## src/mwc_pkg.sv

```systemverilog
package mwc_pkg;

    localparam int WORD_W    = 32;
    localparam int HALF_W    = 16;
    localparam int DIV_STEPS = WORD_W;
    localparam int STEP_W    = $clog2(DIV_STEPS);
    localparam int QUEUE_DEPTH = 2;
    localparam int QPTR_W    = $clog2(QUEUE_DEPTH);
    localparam int QCNT_W    = $clog2(QUEUE_DEPTH + 1);

    localparam logic [HALF_W-1:0] MUL_Z = 16'd36969;
    localparam logic [HALF_W-1:0] MUL_W = 16'd18000;

    localparam logic [WORD_W-1:0] RESET_W = 32'd1;
    localparam logic [WORD_W-1:0] RESET_Z = 32'd2;

    typedef enum logic [0:0] {
        REG_SEED_W = 1'b0,
        REG_SEED_Z = 1'b1
    } reg_index_t;

    typedef logic [WORD_W-1:0] word_t;

    // one classified draw waiting for the modulo unit
    typedef struct packed {
        word_t raw;
        word_t low;
        word_t span;
        logic  span_zero;
    } draw_t;

    // queue status seen by both sides
    typedef struct packed {
        logic full;
        logic empty;
    } queue_status_t;

    function automatic word_t mwc_advance(input word_t half, input logic [HALF_W-1:0] mul);
        logic [WORD_W-1:0] prod;
        prod = WORD_W'(half[HALF_W-1:0]) * WORD_W'(mul);
        return prod + WORD_W'(half[WORD_W-1:HALF_W]);
    endfunction

    function automatic word_t nonzero_seed(input word_t v);
        return (v == '0) ? word_t'(1) : v;
    endfunction

endpackage

```

## src/mwc_front.sv

```systemverilog
module mwc_front (
    input  logic                  clk,
    input  logic                  rst_n,
    input  logic                  cfg_we,
    input  logic [0:0]            cfg_index,
    input  logic [31:0]           cfg_data,
    input  logic                  push,
    input  logic signed [31:0]    range_low,
    input  logic signed [31:0]    range_high,
    input  mwc_pkg::queue_status_t q_status,
    output logic                  q_write,
    output mwc_pkg::draw_t        q_item
);
    import mwc_pkg::*;

    word_t w_half_reg, w_half_next;
    word_t z_half_reg, z_half_next;
    word_t w_adv, z_adv;
    word_t low_u, high_u, span;

    assign q_write = push && !q_status.full;

    assign z_adv  = mwc_advance(z_half_reg, MUL_Z);
    assign w_adv  = mwc_advance(w_half_reg, MUL_W);
    assign low_u  = word_t'(range_low);
    assign high_u = word_t'(range_high);
    assign span   = high_u - low_u + word_t'(1);

    always_comb
    begin
        q_item.raw       = {z_adv[HALF_W-1:0], {HALF_W{1'b0}}} + w_adv;
        q_item.low       = low_u;
        q_item.span      = span;
        q_item.span_zero = (span == '0);
    end

    always_comb
    begin
        w_half_next = w_half_reg;
        z_half_next = z_half_reg;
        if (cfg_we)
        begin
            case (reg_index_t'(cfg_index))
                REG_SEED_W: w_half_next = nonzero_seed(cfg_data);
                REG_SEED_Z: z_half_next = nonzero_seed(cfg_data);
                default: ;
            endcase
        end
        else if (q_write)
        begin
            w_half_next = w_adv;
            z_half_next = z_adv;
        end
    end

    always_ff @(posedge clk or negedge rst_n)
    begin
        if (!rst_n)
        begin
            w_half_reg <= RESET_W;
            z_half_reg <= RESET_Z;
        end
        else
        begin
            w_half_reg <= w_half_next;
            z_half_reg <= z_half_next;
        end
    end

endmodule

```

## src/mwc_queue.sv

```systemverilog
module mwc_queue (
    input  logic                   clk,
    input  logic                   rst_n,
    input  logic                   wr_en,
    input  mwc_pkg::draw_t         wr_item,
    input  logic                   rd_en,
    output mwc_pkg::draw_t         rd_item,
    output mwc_pkg::queue_status_t status
);
    import mwc_pkg::*;

    draw_t              slot_reg [QUEUE_DEPTH];
    logic [QPTR_W-1:0]  wr_ptr_reg, wr_ptr_next;
    logic [QPTR_W-1:0]  rd_ptr_reg, rd_ptr_next;
    logic [QCNT_W-1:0]  count_reg, count_next;
    logic               do_wr, do_rd;

    assign status.full  = (count_reg == QCNT_W'(QUEUE_DEPTH));
    assign status.empty = (count_reg == '0);
    assign do_wr = wr_en && !status.full;
    assign do_rd = rd_en && !status.empty;
    assign rd_item = slot_reg[rd_ptr_reg];

    function automatic logic [QPTR_W-1:0] ptr_inc(input logic [QPTR_W-1:0] p);
        return (p == QPTR_W'(QUEUE_DEPTH - 1)) ? '0 : p + QPTR_W'(1);
    endfunction

    always_comb
    begin
        wr_ptr_next = do_wr ? ptr_inc(wr_ptr_reg) : wr_ptr_reg;
        rd_ptr_next = do_rd ? ptr_inc(rd_ptr_reg) : rd_ptr_reg;
        count_next  = count_reg;
        if (do_wr && !do_rd)
            count_next = count_reg + QCNT_W'(1);
        else if (do_rd && !do_wr)
            count_next = count_reg - QCNT_W'(1);
    end

    always_ff @(posedge clk or negedge rst_n)
    begin
        if (!rst_n)
        begin
            wr_ptr_reg <= '0;
            rd_ptr_reg <= '0;
            count_reg  <= '0;
        end
        else
        begin
            wr_ptr_reg <= wr_ptr_next;
            rd_ptr_reg <= rd_ptr_next;
            count_reg  <= count_next;
        end
    end

    always_ff @(posedge clk)
    begin
        if (do_wr)
            slot_reg[wr_ptr_reg] <= wr_item;
    end

endmodule

```

## src/mwc_back.sv

```systemverilog
module mwc_back (
    input  logic                   clk,
    input  logic                   rst_n,
    input  mwc_pkg::queue_status_t q_status,
    input  mwc_pkg::draw_t         q_item,
    output logic                   q_read,
    input  logic                   pop,
    output logic                   empty,
    output logic [31:0]            raw_word,
    output logic signed [31:0]     ranged_value,
    output logic                   span_zero
);
    import mwc_pkg::*;

    typedef enum logic [2:0] {
        S_IDLE = 3'b001,
        S_DIV  = 3'b010,
        S_DONE = 3'b100
    } state_t;

    state_t             state_reg, state_next;
    logic [STEP_W-1:0]  step_reg, step_next;
    word_t              rem_reg, rem_next;
    word_t              dvd_reg, dvd_next;
    word_t              raw_reg, raw_next;
    word_t              low_reg, low_next;
    word_t              span_reg, span_next;
    logic               zero_reg, zero_next;

    logic               out_valid_reg, out_valid_next;
    word_t              out_raw_reg, out_raw_next;
    word_t              out_ranged_reg, out_ranged_next;
    logic               out_zero_reg, out_zero_next;

    logic [WORD_W:0]    trial;
    logic               slot_free;

    assign empty        = !out_valid_reg;
    assign raw_word     = out_raw_reg;
    assign ranged_value = out_ranged_reg;
    assign span_zero    = out_zero_reg;

    assign slot_free = !out_valid_reg || pop;
    assign q_read    = (state_reg == S_IDLE) && !q_status.empty;
    assign trial     = {rem_reg, dvd_reg[WORD_W-1]};

    always_comb
    begin
        state_next      = state_reg;
        step_next       = step_reg;
        rem_next        = rem_reg;
        dvd_next        = dvd_reg;
        raw_next        = raw_reg;
        low_next        = low_reg;
        span_next       = span_reg;
        zero_next       = zero_reg;
        out_valid_next  = out_valid_reg && !pop;
        out_raw_next    = out_raw_reg;
        out_ranged_next = out_ranged_reg;
        out_zero_next   = out_zero_reg;

        case (state_reg)
            S_IDLE:
            begin
                if (!q_status.empty)
                begin
                    raw_next  = q_item.raw;
                    low_next  = q_item.low;
                    span_next = q_item.span;
                    zero_next = q_item.span_zero;
                    dvd_next  = q_item.raw;
                    step_next = '0;
                    // full range: no modulo, the raw word passes through
                    rem_next   = q_item.span_zero ? q_item.raw : '0;
                    state_next = q_item.span_zero ? S_DONE : S_DIV;
                end
            end
            S_DIV:
            begin
                // restoring step: one quotient bit per cycle
                if (trial >= {1'b0, span_reg})
                    rem_next = WORD_W'(trial - {1'b0, span_reg});
                else
                    rem_next = trial[WORD_W-1:0];
                dvd_next  = {dvd_reg[WORD_W-2:0], 1'b0};
                step_next = step_reg + STEP_W'(1);
                if (step_reg == STEP_W'(DIV_STEPS - 1))
                    state_next = S_DONE;
            end
            S_DONE:
            begin
                if (slot_free)
                begin
                    out_valid_next  = 1'b1;
                    out_raw_next    = raw_reg;
                    out_ranged_next = rem_reg + low_reg;
                    out_zero_next   = zero_reg;
                    state_next      = S_IDLE;
                end
            end
            default: state_next = S_IDLE;
        endcase
    end

    always_ff @(posedge clk or negedge rst_n)
    begin
        if (!rst_n)
        begin
            state_reg     <= S_IDLE;
            out_valid_reg <= 1'b0;
        end
        else
        begin
            state_reg     <= state_next;
            out_valid_reg <= out_valid_next;
        end
    end

    always_ff @(posedge clk)
    begin
        step_reg       <= step_next;
        rem_reg        <= rem_next;
        dvd_reg        <= dvd_next;
        raw_reg        <= raw_next;
        low_reg        <= low_next;
        span_reg       <= span_next;
        zero_reg       <= zero_next;
        out_raw_reg    <= out_raw_next;
        out_ranged_reg <= out_ranged_next;
        out_zero_reg   <= out_zero_next;
    end

endmodule

```

## src/mwc_random_ranged_draw.sv

```systemverilog
// A request accepted into the draw queue is loaded by the back end once it is idle,
// taken through 32 modulo steps, then moved to the output register once that is free.
// The bit-serial modulo unit takes no new draw before the last is done; a full-range
// draw (span zero) skips the modulo steps in the back end.
// Reset: w half = 1, z half = 2, draw queue and output register empty.
module mwc_random_ranged_draw (
    input  logic               clk,
    input  logic               rst_n,
    input  logic               cfg_we,
    input  logic [0:0]         cfg_index,
    input  logic [31:0]        cfg_data,
    input  logic               push,
    output logic               full,
    input  logic signed [31:0] range_low,
    input  logic signed [31:0] range_high,
    output logic               empty,
    input  logic               pop,
    output logic [31:0]        raw_word,
    output logic signed [31:0] ranged_value,
    output logic               span_zero
);
    import mwc_pkg::*;

    queue_status_t q_status;
    draw_t         wr_item;
    draw_t         rd_item;
    logic          q_write;
    logic          q_read;

    assign full = q_status.full;

    mwc_front u_front (
        .clk        (clk),
        .rst_n      (rst_n),
        .cfg_we     (cfg_we),
        .cfg_index  (cfg_index),
        .cfg_data   (cfg_data),
        .push       (push),
        .range_low  (range_low),
        .range_high (range_high),
        .q_status   (q_status),
        .q_write    (q_write),
        .q_item     (wr_item)
    );

    mwc_queue u_queue (
        .clk     (clk),
        .rst_n   (rst_n),
        .wr_en   (q_write),
        .wr_item (wr_item),
        .rd_en   (q_read),
        .rd_item (rd_item),
        .status  (q_status)
    );

    mwc_back u_back (
        .clk          (clk),
        .rst_n        (rst_n),
        .q_status     (q_status),
        .q_item       (rd_item),
        .q_read       (q_read),
        .pop          (pop),
        .empty        (empty),
        .raw_word     (raw_word),
        .ranged_value (ranged_value),
        .span_zero    (span_zero)
    );

endmodule

```

## config.mk

```make
export PLATFORM = sky130hd
export DESIGN_NAME = mwc_random_ranged_draw
export DESIGN_NICKNAME = d
export VERILOG_FILES = /design/src/mwc_pkg.sv /design/src/mwc_front.sv /design/src/mwc_queue.sv /design/src/mwc_back.sv /design/src/mwc_random_ranged_draw.sv
export SDC_FILE = /design/constraint.sdc
export NUM_CORES = 1
export LEC_CHECK = 0
export BUFFER_PORTS_ARGS = -buffer_cell sky130_fd_sc_hd__buf_2
export CAP_MARGIN = 25
export CORE_MARGIN = 1
export CORE_UTILIZATION = 45
export DETAILED_ROUTE_END_ITERATION = 12
export GPL_TIMING_DRIVEN = 0
export PLACE_DENSITY = 0.75
export SLEW_MARGIN = 25
export SYNTH_ARGS = -nofsm -noshare
export SYNTH_HDL_FRONTEND = slang
export SYNTH_SLANG_ARGS = --single-unit
```

## constraint.sdc

```tcl
create_clock -name clk -period 7.1 [get_ports clk]
set_input_delay 1.42 -clock clk [delete_from_list [all_inputs] [get_ports clk]]
set_output_delay 1.42 -clock clk [all_outputs]
set_load 0.02 [all_outputs]
```

==> metrics.md <==
| Metric | Value |
|---|---|
| TritonCTS clock tree | yes |
| Clock root cell | clkbuf_16 |
| # H-tree levels | 2 |
| Post-synth EDFFs | 425 |
| Routed len/inst | 20.5 µm |
| First-pass GRT wire length | 127000 µm |
| Fillers | 5995 |
| Drt via density | 5.66 |
| Cells after Synth | 2882 |
| Setup crit start | u_front.w_half_reg[5] |
| Critical path startpoint category | register |
| Total wire length | 85500 µm |
| Max-slew violation count | 0 |
| Area of the multi-input gates | 17000 µm² |
| Critical-path top delay cell | fa_1 |
| RSZ-0062 raised after global routing | true |
| Clk sinks | 497 |
| Cell Area, Synth | 32500 µm² |
| Final hold viol count | 0 |
| Worst Path Buf+Inv | 4 |
| Relative slew slack | 36.6% |
| Final instance area | 37600 µm² |
| Critical Path RT | 7.45 ns |
| Number of flip-flops under the largest register name | 194 |
| FF+latch area | 14600 µm² |
| Slew at the pin with the worst max-slew slack | 0.951 ns |
| Grt ovf | 0 |
| Worst-Skew Late Latency | 0.60 ns |
| RD Place Congestion | 0.936 |
| Post-route DRC | 0 |
| Worst-path clk slew | 0.06 ns |
| IO Count | 169 |
| Fin Clk Skew | 0.0279 ns |
| Final ANT Viol Nets | 0 |
| #FFs+latches synth | 497 |
| Placed instance area | 34800 µm² |
| DIE WIDTH | 271 µm |
| Hold Path Class | reg2reg |
| Syn nets | 3483 |
| Layout cells sized above 1 | 16.7% |
| YS warnings | 0 |
| # setup viols final | 2 |
| Site Rows | 98 |
| Antenna violations before repair | 4 |
| Max-Cap Viols | 0 |
| Peak Freq | 140 MHz |
| Crit path DAT | 7.50 ns |
| TritonCTS buffer count | 52 |
| CTS max path bufs | 3 |
| Post-synth ARST share | 14.5% |
| Die Y | 271 µm |
| Layout net count | 3773 |
| Cts hold-fix bufs | 0 |
| Area delta synth->final | 15.9% |
| Min-delay src | u_back.raw_reg[2] |
| Hpwl dp | 64200 µm |
| Setup CP Type | reg2reg |
| Pin count of the biggest net entering global routing | 53 |
| CP delay by family, top | compound AO/OA/AOI/OAI gates |
| Yosys cell types | 90 |
| Seq/Total Area, Yosys | 44.8% |
| Failing checks | negative setup slack |
| Most common cell on crit path | ha_4 |
| Outcome | complete, but fails checks |
| Port buffer count | 166 |
| CP peak stage delay | 0.50 ns |
| GRT Util Overall | 22.5% |
| Critical path capture point type | register |
| Vias in the first global route | 22700 |
| Period minus WS final | 7.15 ns |
| Initial drt markers | 2098 |
| Pre-antenna DRT Iters | 6 |
| Core Footprint | 71500 µm² |
| Vias | 23600 |
| Worst reg2reg startpoint | u_front.w_half_reg[5] |
| Starting Density | 45.4% |
| Die area | 73300 µm² |
| Synth Flop Type | edfxtp_1 |
| Critical path fanouts, max | 3 |
| Setup ws final | -0.0527 ns |
| Final Cycle Share | 101% |
| Syn_area_per_cell | 11.3 µm² |
-- cell usage in the layout (no fill, tap or decap), types with 9 or more instances in the layout --
| cell type | count |
|---|---|
| a211oi_1 | 17 |
| a21o_1 | 71 |
| a21oi_1 | 197 |
| a21oi_2 | 9 |
| a31oi_1 | 22 |
| and2_1 | 9 |
| and3_1 | 17 |
| buf_2 | 168 |
| buf_4 | 61 |
| clkbuf_1 | 63 |
| clkbuf_16 | 56 |
| clkinv_2 | 12 |
| dfrtp_1 | 58 |
| dfrtp_2 | 11 |
| edfxtp_1 | 425 |
| fa_1 | 90 |
| ha_1 | 380 |
| ha_4 | 22 |
| inv_1 | 350 |
| mux2_2 | 90 |
| mux2i_1 | 36 |
| nand2_1 | 119 |
| nand2b_1 | 31 |
| nand3_1 | 43 |
| nand4_1 | 11 |
| nor2_1 | 223 |
| nor2b_1 | 27 |
| nor3_1 | 33 |
| nor4_1 | 18 |
| o211ai_1 | 9 |
| o21a_1 | 31 |
| o21ai_0 | 103 |
| o21ai_1 | 9 |
| o21bai_1 | 13 |
| or3_1 | 11 |
| xnor2_1 | 89 |
| xor2_1 | 60 |
-- cell type report --
type,instances,area share [%]
Multi-Input combinational cell,1965,45.1
Sequential cell,497,38.7
Timing Repair Buffer,236,4.04
Clock buffer,70,3.96
Inverter,354,3.54
Tap cell,950,3.16
Clock inverter,28,0.761
Buffer,66,0.698
Antenna cell,1,0.00665
-- per-layer routing --
layer  routed length [µm]  global-route usage, %  share of wire (%)  vias to the layer above
met5                   23                      0              0.027                        -
met4                 3420                   8.47                4.0                        4
met3                 6660                   3.71                7.8                      216
met2                40800                   37.6                 48                      981
met1                34600                   29.2                 41                    11400
li1                     -                      -                  -                    10900
-- synthesized netlist by cell type (65+ instances only) --
library cell	n	area (µm²)
edfxtp_1	425	12800
ha_1	408	5100
inv_1	353	1330
nor2_1	226	848
a21oi_1	206	1030
nand2_1	122	458
o21ai_0	107	536
xnor2_1	99	867
fa_1	91	1820
mux2_2	90	1010
a21o_1	71	533
dfrtp_1	69	1730
xor2_1	65	569
-- repair_timing --
| action | in CTS | in global routing |
|---|---|---|
| gates resized for setup | 44 | 61 |
| endpoints found under the setup margin | 12 | 6 |
| pin swaps | 10 | 47 |
| buffers inserted | 22 | 32 |
-- path summary, 6_finish.rpt --
kind                                                end  cells after the start  slack [ns]
worst min-delay path                 u_back.raw_word[2]                      0        0.41
min in group asynchronous          u_back.out_valid_reg                      1        0.80
worst max register to register  u_queue.slot_reg[1][95]                     29       -0.05
worst min register to register       u_back.raw_word[2]                      0        0.41
worst max-delay path            u_queue.slot_reg[1][95]                     29       -0.05
max in group asynchronous         u_front.z_half_reg[1]                      2        5.65
-- cells by family after synthesis --
logic type      count (synthesis)  synth area share (%)
flops                         497                  44.8
fa+ha+maj                     499                  21.3
mux                           126                  4.23
simple gates                  582                  8.50
buf+inv                       420                  4.90
xor+xnor                      164                  4.42
compound gates                594                  11.8
-- metrics by stage --
step / cells / utilization [%] / TNS, ns / setup WS (ns) / hold slack, ns
after global routing: 4166 / 52.6 / -0.687 / -0.204 / 0.413
after detailed placement: 4014 / 48.7 / -4.41 / -0.722 / 0.405
final: 4167 / 52.6 / -0.105 / -0.0527 / 0.414
after CTS: 4134 / 51.7 / 0 / 0.0283 / 0.409
after floorplan: 2882 / - / 0 / 0.252 / 0.400
after global placement: 3998 / 48.3 / -329.92 / -2.10 / 0.404
Power is left out: the tool's default activity adds up to more than one toggle a clock period on the data nets, which glitch-free logic cannot reach.
